File: src/sv/ffha_pkg.sv
`default_nettype none
package ffha_pkg;
  localparam int unsigned HeapBytes    = 1024;
  localparam int unsigned FreeSegments = 32;
  localparam int unsigned LiveAllocs   = 32;
  localparam int unsigned DataHeader   = 12;
  localparam int unsigned FreeHeader   = 24;

  localparam int unsigned SegIdxW  = $clog2(FreeSegments);
  localparam int unsigned SegCntW  = $clog2(FreeSegments + 1);
  localparam int unsigned LiveIdxW = $clog2(LiveAllocs);
  localparam int unsigned LiveCntW = $clog2(LiveAllocs + 1);
  localparam int unsigned AddrW    = $clog2(HeapBytes);
  localparam int unsigned LenW     = $clog2(HeapBytes + 1);
  localparam int unsigned NeedW    = 12;

  localparam logic OpAlloc = 1'b0;
  localparam logic OpFree  = 1'b1;

  typedef enum logic [1:0] {
    StatusOk       = 2'd0,
    StatusNoFit    = 2'd1,
    StatusBadFree  = 2'd2,
    StatusFull     = 2'd3
  } status_e;

  typedef struct packed {
    logic        op;
    logic [10:0] req_size;
    logic [10:0] handle;
  } req_t;

  typedef struct packed {
    logic [10:0] address;
    logic [1:0]  status;
  } rsp_t;

  typedef enum logic [3:0] {
    StIdle,
    StScanLive,
    StScanSeg,
    StDecide,
    StShiftUp,
    StShiftDown,
    StRespond
  } state_e;

  // Commands from the controller to the datapath.
  typedef struct packed {
    logic load_req;
    logic clr_idx;
    logic inc_idx;
    logic dec_idx;
    logic apply;
    logic shift_up_step;
    logic shift_down_step;
    logic finish_ok;
    logic finish_err;
    logic [1:0] err_code;
  } cmd_t;

  // Status from the datapath to the controller.
  typedef struct packed {
    logic is_free;
    logic live_done;
    logic live_hit;
    logic seg_done;
    logic seg_hit;
    logic need_remove;
    logic need_insert;
    logic table_full;
    logic shift_done;
  } sts_t;
endpackage
`default_nettype wire

File: src/sv/ffha_ctrl.sv
`default_nettype none
module ffha_ctrl
  import ffha_pkg::*;
(
  input  wire logic clk_i,
  input  wire logic rst_ni,
  input  wire logic in_valid_i,
  output logic      in_ready_o,
  output logic      out_valid_o,
  input  wire logic out_ready_i,
  input  wire sts_t sts_i,
  output cmd_t      cmd_o
);
  state_e state_q, state_d;

  always_comb begin
    state_d = state_q;
    unique case (state_q)
      StIdle:     if (in_valid_i) state_d = StScanLive;
      StScanLive: begin
        // A free with an unknown handle never starts the free-table scan.
        if ((sts_i.live_done || sts_i.live_hit) &&
            (sts_i.seg_done || sts_i.seg_hit || (sts_i.is_free && !sts_i.live_hit)))
          state_d = StDecide;
      end
      StScanSeg:  state_d = StDecide;
      StDecide: begin
        if (!sts_i.is_free && !sts_i.seg_hit) state_d = StRespond;
        else if (!sts_i.live_hit) state_d = StRespond;
        else if (sts_i.is_free && sts_i.need_insert && sts_i.table_full)
          state_d = StRespond;
        else if (sts_i.need_remove) state_d = StShiftDown;
        else if (sts_i.need_insert) state_d = StShiftUp;
        else state_d = StRespond;
      end
      StShiftUp:   if (sts_i.shift_done) state_d = StRespond;
      StShiftDown: if (sts_i.shift_done) state_d = StRespond;
      StRespond:   if (out_ready_i) state_d = StIdle;
      default:     state_d = StIdle;
    endcase
  end

  always_comb begin
    cmd_o = '0;
    in_ready_o = 1'b0;
    out_valid_o = 1'b0;
    unique case (state_q)
      StIdle: begin
        in_ready_o = 1'b1;
        cmd_o.load_req = in_valid_i;
        cmd_o.clr_idx = in_valid_i;
      end
      StScanLive: cmd_o.inc_idx = 1'b1;
      StDecide: begin
        if (!sts_i.is_free && !sts_i.seg_hit) begin
          cmd_o.finish_err = 1'b1;
          cmd_o.err_code = StatusNoFit;
        end else if (!sts_i.live_hit) begin
          cmd_o.finish_err = 1'b1;
          cmd_o.err_code = sts_i.is_free ? StatusBadFree : StatusFull;
        end else if (sts_i.is_free && sts_i.need_insert && sts_i.table_full) begin
          cmd_o.finish_err = 1'b1;
          cmd_o.err_code = StatusFull;
        end else begin
          cmd_o.apply = 1'b1;
        end
      end
      StShiftUp:   cmd_o.shift_up_step = 1'b1;
      StShiftDown: cmd_o.shift_down_step = 1'b1;
      StRespond:   out_valid_o = 1'b1;
      default: ;
    endcase
  end

  always_ff @(posedge clk_i or negedge rst_ni) begin
    if (!rst_ni) state_q <= StIdle;
    else state_q <= state_d;
  end

`ifndef NO_ASSERTIONS
  a_one_side: assert property (@(posedge clk_i) disable iff (!rst_ni)
    !(in_ready_o && out_valid_o)) else $error("ready and valid together");
  a_resp_after_idle: assert property (@(posedge clk_i) disable iff (!rst_ni)
    (out_valid_o && out_ready_i) |=> in_ready_o) else $error("no return to idle");
  a_exclusive_shift: assert property (@(posedge clk_i) disable iff (!rst_ni)
    !(cmd_o.shift_up_step && cmd_o.shift_down_step)) else $error("two shifts");
`endif
endmodule
`default_nettype wire

File: config.mk
export PLATFORM = sky130hd
export DESIGN_NAME = ffha_ctrl
export DESIGN_NICKNAME = d
export VERILOG_FILES = /design/src/sv/ffha_pkg.sv /design/src/sv/ffha_ctrl.sv
export SDC_FILE = /design/constraint.sdc
export NUM_CORES = 1
export LEC_CHECK = 0
export BUFFER_PORTS_ARGS = -buffer_cell sky130_fd_sc_hd__buf_2
export CAP_MARGIN = 10
export CELL_PAD_IN_SITES_DETAIL_PLACEMENT = 1
export CELL_PAD_IN_SITES_GLOBAL_PLACEMENT = 1
export CORE_MARGIN = 3
export CORE_UTILIZATION = 23
export DETAILED_ROUTE_END_ITERATION = 16
export GPL_TIMING_DRIVEN = 0
export MAX_ROUTING_LAYER = met4
export PLACE_DENSITY_LB_ADDON = 0.1
export SYNTH_ARGS = -nofsm -noshare
export SYNTH_HDL_FRONTEND = slang
export SYNTH_SLANG_ARGS = --single-unit
File: constraint.sdc
create_clock -name clk_i -period 1.8 [get_ports clk_i]
set_clock_uncertainty 0.15 [all_clocks]
set_input_delay 0.36 -clock clk_i [delete_from_list [all_inputs] [get_ports clk_i]]
set_output_delay 0.36 -clock clk_i [all_outputs]
set_load 0.005 [all_outputs]
[Word level (Yosys, flattened, before mapping)]
Cells that the tools add are included.
Cells by class
  equality and inequality tests: 10
  multiplexer cells: 25
  reduce and logical (&&, ||, !) cells: 14
Operators with widths (count)
  $pmux W4 S6: 1
  $mux W4: 4
  $eq A4 B3 Y1 const B: 3
  $mux W2: 6
  $mux W3: 4
  $mux W1: 10
  $eq A4 B2 Y1 const B: 2
  $ne A2 B2 Y1 const B: 3
  $logic_and A1 B1 Y1: 5
  $eq A4 B1 Y1 const B: 1
  $logic_not A4 Y1: 1
  $reduce_and A4 Y1: 1
  $logic_not A1 Y1: 3
  $logic_or A1 B1 Y1: 3
  $ne A2 B1 Y1 const B: 1
  $reduce_or A2 Y1: 1
Storage, ports and cells
  register bits after elaboration: 4
  input bits: 13
  output and inout bits: 13
  logic and storage cells: 50

[Logic depth before layout (Yosys ltp)]
Gate-level depths: netlist (run 1).
  depth after elaboration: 6
  mapped depth: 5
  gate-level depth less buffers: 4

[Worst setup path after synthesis (run 1)]
OpenSTA, ideal clock, no wires.
  kind: reg2out
  from: register state_q[1]
  to: output port cmd_o[10] in the netlist's numbering
  data arrival time: 1.064 ns
  required time: 1.290 ns
  path slack: 0.226 ns
  stages on the path, launching flop included: 5
  buffers on the path: 2
  cells stage by stage: dfrtp_1 -> buf_2 -> nor3_1 -> and2_1 -> buf_4
RTL lines
  start: declaration: line ffha_ctrl.sv:14  | state_e state_q, state_d;
  start signal: assignment: line ffha_ctrl.sv:76  | if (!rst_ni) state_q <= StIdle;
  start signal: assignment: line ffha_ctrl.sv:77  | else state_q <= state_d;
  end: declaration: line ffha_ctrl.sv:12  | output cmd_t cmd_o

==> results.py, run 1 <==
metrics = {
    "critical_path": {
        "crit_fanout": 6,
        "endpoint_kind": "output pin",
        "crit_end": "cmd_o[0]",
        "critical_path_class": "reg2out",
        "slowest_delay_ps": 440,
        "cp-start-kind": "flop",
        "rr_endpoint": "state_q[0]$_DFFE_PN0P_",
        "worst_ep_required_time_ps": 1290,
        "cp.arrival_ps": 1270,
        "critPathSlowestCell": "dfrtp_2",
        "path_cells": "or2_4, nor3_2, buf_2",
        "r2r-start": "state_q[0]$_DFFE_PN0P_",
        "crit_start": "state_q[2]$_DFFE_PN0P_",
        "reg2reg_setup_slack_ps": 460,
        "ff2ff_path_depth": 6,
    },
    "floorplan": {
        "rows": 13,
        "initial_core_util_pct": 25.3,
        "fp.dieH_um": 44.5,
        "core_sq_mm": 0.00135,
        "io_pins": 26,
        "die-width_um": 44.5,
        "dieArea_sq_mm": 0.00198,
    },
    "grt": {
        "grt_start_max_net_pins": 10,
        "grt_pass1_vias": 409,
        "grt_pass1_wl_um": 1900,
        "antenna_found_initial": 0,
        "overflow": 0,
        "track_usage_pct": 14.8,
    },
    "clock_network": {
        "cts_made_buffers": 3,
        "root_buffer": "clkbuf_4",
        "ctsHtreeMaxLevel": 1,
        "clockBufferDepth": 2,
        "cts_tree": "done",
        "clock_latency_ps": 250,
        "cts_sinks": 3,
        "cts.clk_slew.worst_paths_ps": 40,
    },
    "final_layout": {
        "drive_above_1_share_pct": 55.6,
        "top_regs": "state_q x3",
        "syn_to_final_growth_pct": 73.6,
        "instances_no_fill": 96,
        "seq_area_sq_um": 77.6,
        "multi_input_area_sq_um": 256,
        "largest_reg_flops": 3,
        "antenna_cells": 0,
        "top_register": "state_q",
        "nets": 95,
        "fillers": 185,
    },
    "yosys": {
        "synth_cell_types": 26,
        "synth_ff_type": "dfrtp_1",
        "synth_area_per_cell_sq_um": 6.97,
        "synth-edff-count": 0,
        "async_flop_share_pct": 100,
        "synth_cells": 49,
        "yosysWarnings": 0,
        "ys_ff_latch": 3,
        "synth_area_leaders": "dfrtp_1, buf_4, nand2_1",
        "synth_top_area_cell": "dfrtp_1",
        "syn_area_sq_um": 342,
        "synth_common_cells": "nand2_1, nor2_1",
        "yosysTopAreaCellShare_pct": 22.0,
        "ys_seq_area_share_pct": 22.0,
    },
    "route": {
        "drc": 0,
        "wl_per_cell_um": 12.8,
        "antenna_left": 0,
        "drt_first_iter_violations": 9,
        "vias": 455,
        "drt-vias-per-instance": 4.74,
        "drt_wl_total_um": 1230,
        "dr.pass1.iters": 4,
    },
    "pwr": {
        "ir_worst_vdd_uv": 663,
        "p_per_area_mw_per_mm2": 1460,
        "p_leak_nw": 0.304,
    },
    "placed_design": {
        "routabilityCongestion": 0.736,
        "dpl_worst_slack_ps": 91.0,
        "port_buffers": 23,
        "hpwlAfterDp_um": 828,
        "placed_cells": 88,
    },
    "timing": {
        "period_minus_slack_ps": 1780,
        "drv_slew": 0,
        "rsz0062_at_grt": "true",
        "fmax_mhz": 560,
        "holdWs_ps": 272,
        "setup_slack_ps": 15.0,
        "tns_ps": 0,
        "hold_viol": 0,
        "finalCritPeriodShare_pct": 99.2,
        "finalSetupViolCount": 0,
    },
    "status": {
        "status": "completed",
    },
    "flow_run": {
        "drv_cap": 0,
    },
    "worst_hold_path": {
        "min_path_type": "in2reg",
    },
}
## report_power, final
part / total [mW] / internal [mW] / switching (mW)
sequential: 0.160 / 0.108 / 0.0513
combinational: 0.581 / 0.326 / 0.255
clock: 0.125 / 0.0834 / 0.0411
## kinds of logic (layout without fill, tap and decap cells)
| family | after synthesis | after routing | share of synthesized area, % |
|---|---|---|---|
| and+or+nand+nor | 25 | 25 | 38.1 |
| DFF | 3 | 3 | 22.0 |
| other | 1 | 2 | 1.10 |
| buffers and inverters | 7 | 38 | 12.1 |
| AOI/OAI and AO/OA | 13 | 13 | 26.7 |
## final cells by class
class,count,share of cell area (%)
inverters,1,0.633
plain buffers,4,6.33
well taps,15,3.16
repair buffers,29,29.1
flip-flops and latches,3,13.1
multi-input cells,40,43.2
clock buffers,4,4.43
## worst min-delay path by stage
stage                        endpoint  startpoint  slack (ps)  depth (start not counted)
2_1_floorplan  state_q[0]$_DFFE_PN0P_      rst_ni         -90                          0
3_3_place_gp   state_q[2]$_DFFE_PN0P_      rst_ni           9                          1
3_5_place_dp   state_q[2]$_DFFE_PN0P_      rst_ni          10                          1
4_1_cts        state_q[1]$_DFFE_PN0P_  in_valid_i         260                          3
5_1_grt        state_q[1]$_DFFE_PN0P_  in_valid_i         280                          3
6_report       state_q[1]$_DFFE_PN0P_  in_valid_i         270                          3
## through the flow
step | area, sq um | power (mW) | util [%]
6_report | 593 | 0.865 | 43.9
4_1_cts | 581 | 0.846 | 43.0
3_3_place_gp | 479 | 0.574 | 35.5
5_1_grt | 593 | 0.956 | 43.9
3_5_place_dp | 479 | 0.576 | 35.5
2_1_floorplan | 345 | 0.428 | -
## cells in the final DEF, fill, tap and decap left out, drive strengths merged
cell type    count
a21oi            3
nor3b            2
and2b            1
nor2             6
nand2            6
dlygate4sd3      1
nor3             3
nor2b            1
nand3b           1
buf             32
dfrtp            3
a32o             1
o21bai           1
o31ai            2
a211oi           1
a31oi            2
or2              1
clkbuf           4
inv              1
nand2b           1
and3b            1
o21a             1
conb             2
and2             2
o21ai            2
## layer usage
metal  vias to the layer above  GRT usage [%]  share of wire (%)
met1                       202           16.4                 42
met4                         0           10.8                3.0
met3                         5           6.50                9.5
met2                        20           20.6                 46
li1                        228              -                  -
met5                         -              -                  0
## worst max-delay path: cells and delay by family, from the launching register on
kind / cells / cell delay (ps)
simple gates: 2 / 460
flops: 1 / 440
buf+inv: 1 / 130
## timing repair
action                     CTS  global route
gates resized for setup     11             4
hold endpoints to repair     3             0
setup endpoints to repair    6             9
hold buffers                 1             0
cloned                       0             0
pin swaps                    2             1
buffers inserted             5             0
(Power assumes the default switching activity.)
==> run 2: changes to the inputs <==
--- a/config.mk
+++ b/config.mk
@@ -11,10 +11,13 @@
 export CELL_PAD_IN_SITES_GLOBAL_PLACEMENT = 1
 export CORE_MARGIN = 3
 export CORE_UTILIZATION = 23
+export CTS_BUF_LIST = sky130_fd_sc_hd__clkbuf_16
 export DETAILED_ROUTE_END_ITERATION = 16
+export GPL_ROUTABILITY_DRIVEN = 0
 export GPL_TIMING_DRIVEN = 0
 export MAX_ROUTING_LAYER = met4
 export PLACE_DENSITY_LB_ADDON = 0.1
 export SYNTH_ARGS = -nofsm -noshare
 export SYNTH_HDL_FRONTEND = slang
 export SYNTH_SLANG_ARGS = --single-unit
+export TNS_END_PERCENT = 50
==> run 2 against run 1 <==
Clock-buffer cell count decreased by 1. Sequential power fell by 3%. Worst hold slack improved by 21 ps. Clock power grew to 2.8 times the previous value. Die area unchanged. Utilization grew 5.5 points. Critical endpoint is now cmd_o[10]. Sequential share of layout area decreased by 1.6 points. Flip-flop and latch count stayed put. Routed wire length increased by 0.24%. Cell count increased by 3.1%. Critical path depth is 2 higher.
==> results.py, run 2 (same netlist as run 1, synthesis figures left out) <==
metrics = {
    "status": {
        "status": "completed",
    },
    "route": {
        "drt_wl_total_um": 1230,
        "vias": 476,
        "dr.pass1.iters": 4,
        "drt-vias-per-instance": 4.81,
        "drt_first_iter_violations": 6,
        "drc": 0,
        "wl_per_cell_um": 12.4,
        "antenna_left": 0,
    },
    "critical_path": {
        "endpoint_kind": "output pin",
        "critPathSlowestCell": "dfrtp_1",
        "critPathMostFrequentCell": "buf_6",
        "critPathTopFamily": "flip-flops",
        "cp-start-kind": "flop",
        "reg2reg_setup_slack_ps": 380,
        "worst_ep_required_time_ps": 1290,
        "crit_buf_inv": 3,
        "crit_fanout": 4,
        "cp.arrival_ps": 1270,
        "r2r-start": "state_q[0]$_DFFE_PN0P_",
        "ff2ff_path_depth": 6,
        "critical_path_class": "reg2out",
        "path_cells": "buf_6, nor3_4, and2_4, buf_6, buf_4",
        "rr_endpoint": "state_q[1]$_DFFE_PN0P_",
        "slowest_delay_ps": 400,
    },
    "final_layout": {
        "fin_area_sq_um": 667,
        "final_common_cell": "buf_2",
        "top_register": "state_q",
        "fillers": 181,
        "antenna_cells": 0,
        "top_regs": "state_q x3",
        "syn_to_final_growth_pct": 95.2,
        "final_cell_mix": "buf_2, buf_4, nand2_1, nor2_1",
        "drive_above_1_share_pct": 56.0,
        "nets": 98,
        "largest_reg_flops": 3,
    },
    "floorplan": {
        "core_sq_mm": 0.00135,
        "dieArea_sq_mm": 0.00198,
        "fp.dieH_um": 44.5,
        "io_pins": 26,
        "initial_core_util_pct": 25.3,
        "rows": 13,
        "die-width_um": 44.5,
    },
    "clock_network": {
        "clock_latency_ps": 220,
        "cts_made_buffers": 3,
        "cts_tree": "done",
        "cts_sinks": 3,
        "ctsHtreeMaxLevel": 1,
        "clockBufferDepth": 2,
        "cts.clk_slew.worst_paths_ps": 30,
        "root_buffer": "clkbuf_16",
    },
    "grt": {
        "antenna_found_initial": 0,
        "grt_pass1_wl_um": 1880,
        "grt_start_max_net_pins": 11,
        "track_usage_pct": 14.2,
        "overflow": 0,
        "grt_pass1_vias": 412,
    },
    "timing": {
        "drv_slew": 0,
        "tns_ps": 0,
        "fmax_mhz": 561,
        "rsz0062_at_grt": "true",
        "finalCritPeriodShare_pct": 99.1,
        "holdWs_ps": 292,
        "period_minus_slack_ps": 1780,
        "hold_viol": 0,
        "finalSetupViolCount": 0,
    },
    "placed_design": {
        "hpwlAfterDp_um": 828,
        "placed_area_sq_um": 479,
        "port_buffers": 23,
    },
    "worst_hold_path": {
        "min_from": "in_valid_i",
        "whs_path_depth": 3,
        "min_path_type": "in2reg",
        "worstHoldEndpoint": "state_q[1]$_DFFE_PN0P_",
    },
    "pwr": {
        "ir_worst_vdd_uv": 745,
        "p_leak_nw": 0.346,
        "p_per_area_mw_per_mm2": 1700,
    },
    "flow_run": {
        "drv_cap": 0,
    },
}
==> run 2: cell types whose count changed in the layout (fill, tap and decap cells not counted), sizes merged <==
cell,change
buf,+3
clkbuf,-1
inv,+1
==> run 2: metrics by stage <==
step | utilization [%] | instances | setup WS, ps | total power [mW]
after floorplan | - | 50 | 226 | 0.428
after global placement | 35.5 | 88 | 92.1 | 0.574
after detailed placement | 35.5 | 88 | 91.0 | 0.576
after CTS | 46.4 | 97 | 0.237 | 1.07
after global routing | 49.4 | 99 | -62.4 | 1.22
final | 49.4 | 99 | 16.4 | 1.14
==> run 2: layout make-up <==
class / count / area, sq um / area share [%]
Multi-Input combinational cell: 40 / 260 / 39.0
Clock buffer: 3 / 75.1 / 11.3
Inverter: 1 / 3.75 / 0.563
Tap cell: 15 / 18.8 / 2.81
Sequential cell: 3 / 76.3 / 11.4
Buffer: 5 / 48.8 / 7.32
Timing Repair Buffer: 31 / 180 / 27.0
Clock inverter: 1 / 3.75 / 0.563
==> run 2: metal layers <==
| layer | vias to the layer above | GRT usage [%] | wire length, um |
|---|---|---|---|
| met5 | - | - | 0 |
| met3 | 2 | 6.50 | 108 |
| met4 | 0 | 9.04 | 19 |
| li1 | 236 | - | - |
| met2 | 19 | 19.5 | 569 |
| met1 | 219 | 16.5 | 532 |
==> run 2: where the power goes <==
group / switching [mW] / total, mW / internal (mW)
clock: 0.0623 / 0.349 / 0.287
sequential: 0.0491 / 0.155 / 0.106
combinational: 0.277 / 0.631 / 0.355
total: 0.388 / 1.14 / 0.747
==> run 2: worst register-to-register path: cells and delay by family, from the launching register on <==
kind                   cells  cell delay (ps)
buffers and inverters      2              270
AOI/OAI and AO/OA          2              360
and+or+nand+nor            2              160
DFF                        1              410
==> run 2: worst max path at each step <==
stage	start	to	cells past startpoint
after floorplan	state_q[1]$_DFFE_PN0P_	cmd_o[10]	4
after global placement	state_q[2]$_DFFE_PN0P_	cmd_o[0]	4
after detailed placement	state_q[2]$_DFFE_PN0P_	cmd_o[0]	4
after CTS	state_q[0]$_DFFE_PN0P_	cmd_o[0]	4
after global routing	state_q[0]$_DFFE_PN0P_	cmd_o[0]	4
final	state_q[1]$_DFFE_PN0P_	cmd_o[10]	5
==> run 2: timing repair <==
item                                    CTS  global route
resized for setup                         8             7
buffers inserted                          5             2
endpoints found under the setup margin    6             4
pin swaps                                 1             1
hold endpoints to repair                  3             0
hold buffers                              1             0
==> run 3: changes to the inputs <==
--- a/config.mk
+++ b/config.mk
@@ -15,7 +15,6 @@
 export DETAILED_ROUTE_END_ITERATION = 16
 export GPL_ROUTABILITY_DRIVEN = 0
 export GPL_TIMING_DRIVEN = 0
-export MAX_ROUTING_LAYER = met4
 export PLACE_DENSITY_LB_ADDON = 0.1
 export SYNTH_ARGS = -nofsm -noshare
 export SYNTH_HDL_FRONTEND = slang
==> run 3 against run 2 <==
Global-route usage down 0.41 points. Sequential power about the same. Clock power hardly changed. Register-to-register slack is essentially flat. Utilization is the same. Largest power group unchanged. Clock-buffer cell count unchanged. Die area stayed put. Highest routed layer unchanged. Critical path depth unchanged. Via count is 0.42% lower. Cell count unchanged. Worst setup slack is essentially flat. Design area is the same. Critical endpoint unchanged.
==> results.py, run 3 (same netlist as run 1, synthesis figures left out) <==
metrics = {
    "status": {
        "status": "completed",
    },
    "route": {
        "vias": 474,
        "drc": 0,
        "wl_per_cell_um": 12.4,
        "drt_wl_total_um": 1230,
        "antenna_left": 0,
        "drt_first_iter_violations": 7,
        "dr.pass1.iters": 4,
        "drt-vias-per-instance": 4.79,
    },
    "grt": {
        "grt_pass1_wl_um": 1890,
        "grt_start_max_net_pins": 11,
        "antenna_found_initial": 0,
        "overflow": 0,
        "track_usage_pct": 13.8,
        "grt_pass1_vias": 411,
    },
    "clock_network": {
        "clock_latency_ps": 220,
        "cts_tree": "done",
        "cts.clk_slew.worst_paths_ps": 30,
        "cts_sinks": 3,
        "root_buffer": "clkbuf_16",
        "cts_made_buffers": 3,
        "ctsHtreeMaxLevel": 1,
        "clockBufferDepth": 2,
    },
    "final_layout": {
        "top_regs": "state_q x3",
        "multi_input_area_sq_um": 260,
        "final_common_cell": "buf_2",
        "seq_area_sq_um": 76.3,
        "fin_area_sq_um": 667,
        "nets": 98,
        "drive_above_1_share_pct": 56.0,
        "syn_to_final_growth_pct": 95.2,
        "largest_reg_flops": 3,
        "fillers": 181,
        "antenna_cells": 0,
        "final_cell_mix": "buf_2, buf_4, nand2_1, nor2_1",
        "top_register": "state_q",
    },
    "timing": {
        "period_minus_slack_ps": 1780,
        "finalCritPeriodShare_pct": 99.1,
        "drv_slew": 0,
        "hold_viol": 0,
        "finalSetupViolCount": 0,
        "fmax_mhz": 561,
        "rsz0062_at_grt": "true",
    },
    "floorplan": {
        "io_pins": 26,
        "die-width_um": 44.5,
        "dieArea_sq_mm": 0.00198,
        "rows": 13,
        "initial_core_util_pct": 25.3,
        "core_sq_mm": 0.00135,
        "fp.dieH_um": 44.5,
    },
    "critical_path": {
        "cp-start-kind": "flop",
        "endpoint_kind": "output pin",
        "critical_path_class": "reg2out",
        "cp.arrival_ps": 1270,
        "crit_fanout": 4,
        "r2r-start": "state_q[0]$_DFFE_PN0P_",
        "crit_start": "state_q[1]$_DFFE_PN0P_",
        "worst_ep_required_time_ps": 1290,
    },
    "worst_hold_path": {
        "min_path_type": "in2reg",
        "min_from": "in_valid_i",
    },
    "pwr": {
        "p_per_area_mw_per_mm2": 1700,
        "p_leak_nw": 0.346,
        "p_total_mw": 1.14,
        "ir_worst_vdd_uv": 745,
    },
    "placed_design": {
        "port_buffers": 23,
        "hpwlAfterDp_um": 828,
        "placed_area_sq_um": 479,
    },
    "flow_run": {
        "drv_cap": 0,
    },
}
run 3: cell counts in the layout (fill, tap and decap cells not counted):
Identical to the previous run, type by type.
run 3: metal layers:
metal	vias to the layer above	part of all wire, %	global-route usage (%)
met2	19	46	19.5
li1	236	-	-
met5	-	0	0
met3	2	8.6	6.50
met4	0	1.5	9.04
met1	217	43	16.5
run 3: power by group:
part           internal (mW)  switching, mW
sequential             0.106         0.0495
clock                  0.287         0.0625
combinational          0.355          0.276
total                  0.747          0.388
run 3: layout make-up:
type | instances | share of cell area, %
Clock inverter | 1 | 0.563
Buffer | 5 | 7.32
Clock buffer | 3 | 11.3
Multi-Input combinational cell | 40 | 39.0
Sequential cell | 3 | 11.4
Timing Repair Buffer | 31 | 27.0
Tap cell | 15 | 2.81
Inverter | 1 | 0.563
run 3: final timing paths:
check,to,slack [ps],depth (start not counted)
max,cmd_o[10],20,5
min,state_q[1]$_DFFE_PN0P_,290,3
max reg2reg,state_q[1]$_DFFE_PN0P_,380,6
min reg2reg,state_q[2]$_DFFE_PN0P_,540,2
max in group asynchronous,state_q[2]$_DFFE_PN0P_,1060,2
min in group asynchronous,state_q[0]$_DFFE_PN0P_,320,2
run 3: what timing repair did:
action / CTS / global route
hold buffers: 1 / 0
resized for setup: 8 / 7
endpoints found under the hold margin: 3 / 0
endpoints found under the setup margin: 6 / 4
buffers inserted: 5 / 2
pin swaps: 1 / 1
run 3: worst max-delay path, stage by stage (launching register included):
cell and delay (ps):
dfrtp_1 400, buf_6 150, nor3_4 160, and2_4 170, buf_6 80, buf_4 90
run 3: metrics by stage:
step | setup TNS, ps | setup WS, ps | hold slack (ps) | cells | utilization (%)
5_1_grt | -155 | -62.4 | 322 | 99 | 49.4
4_1_cts | 0 | 0.237 | 289 | 97 | 46.4
3_3_place_gp | 0 | 92.1 | 8.86 | 88 | 35.5
3_5_place_dp | 0 | 91.0 | 10.7 | 88 | 35.5
2_1_floorplan | 0 | 226 | -85.6 | 50 | -
6_report | 0 | 16.3 | 292 | 99 | 49.4
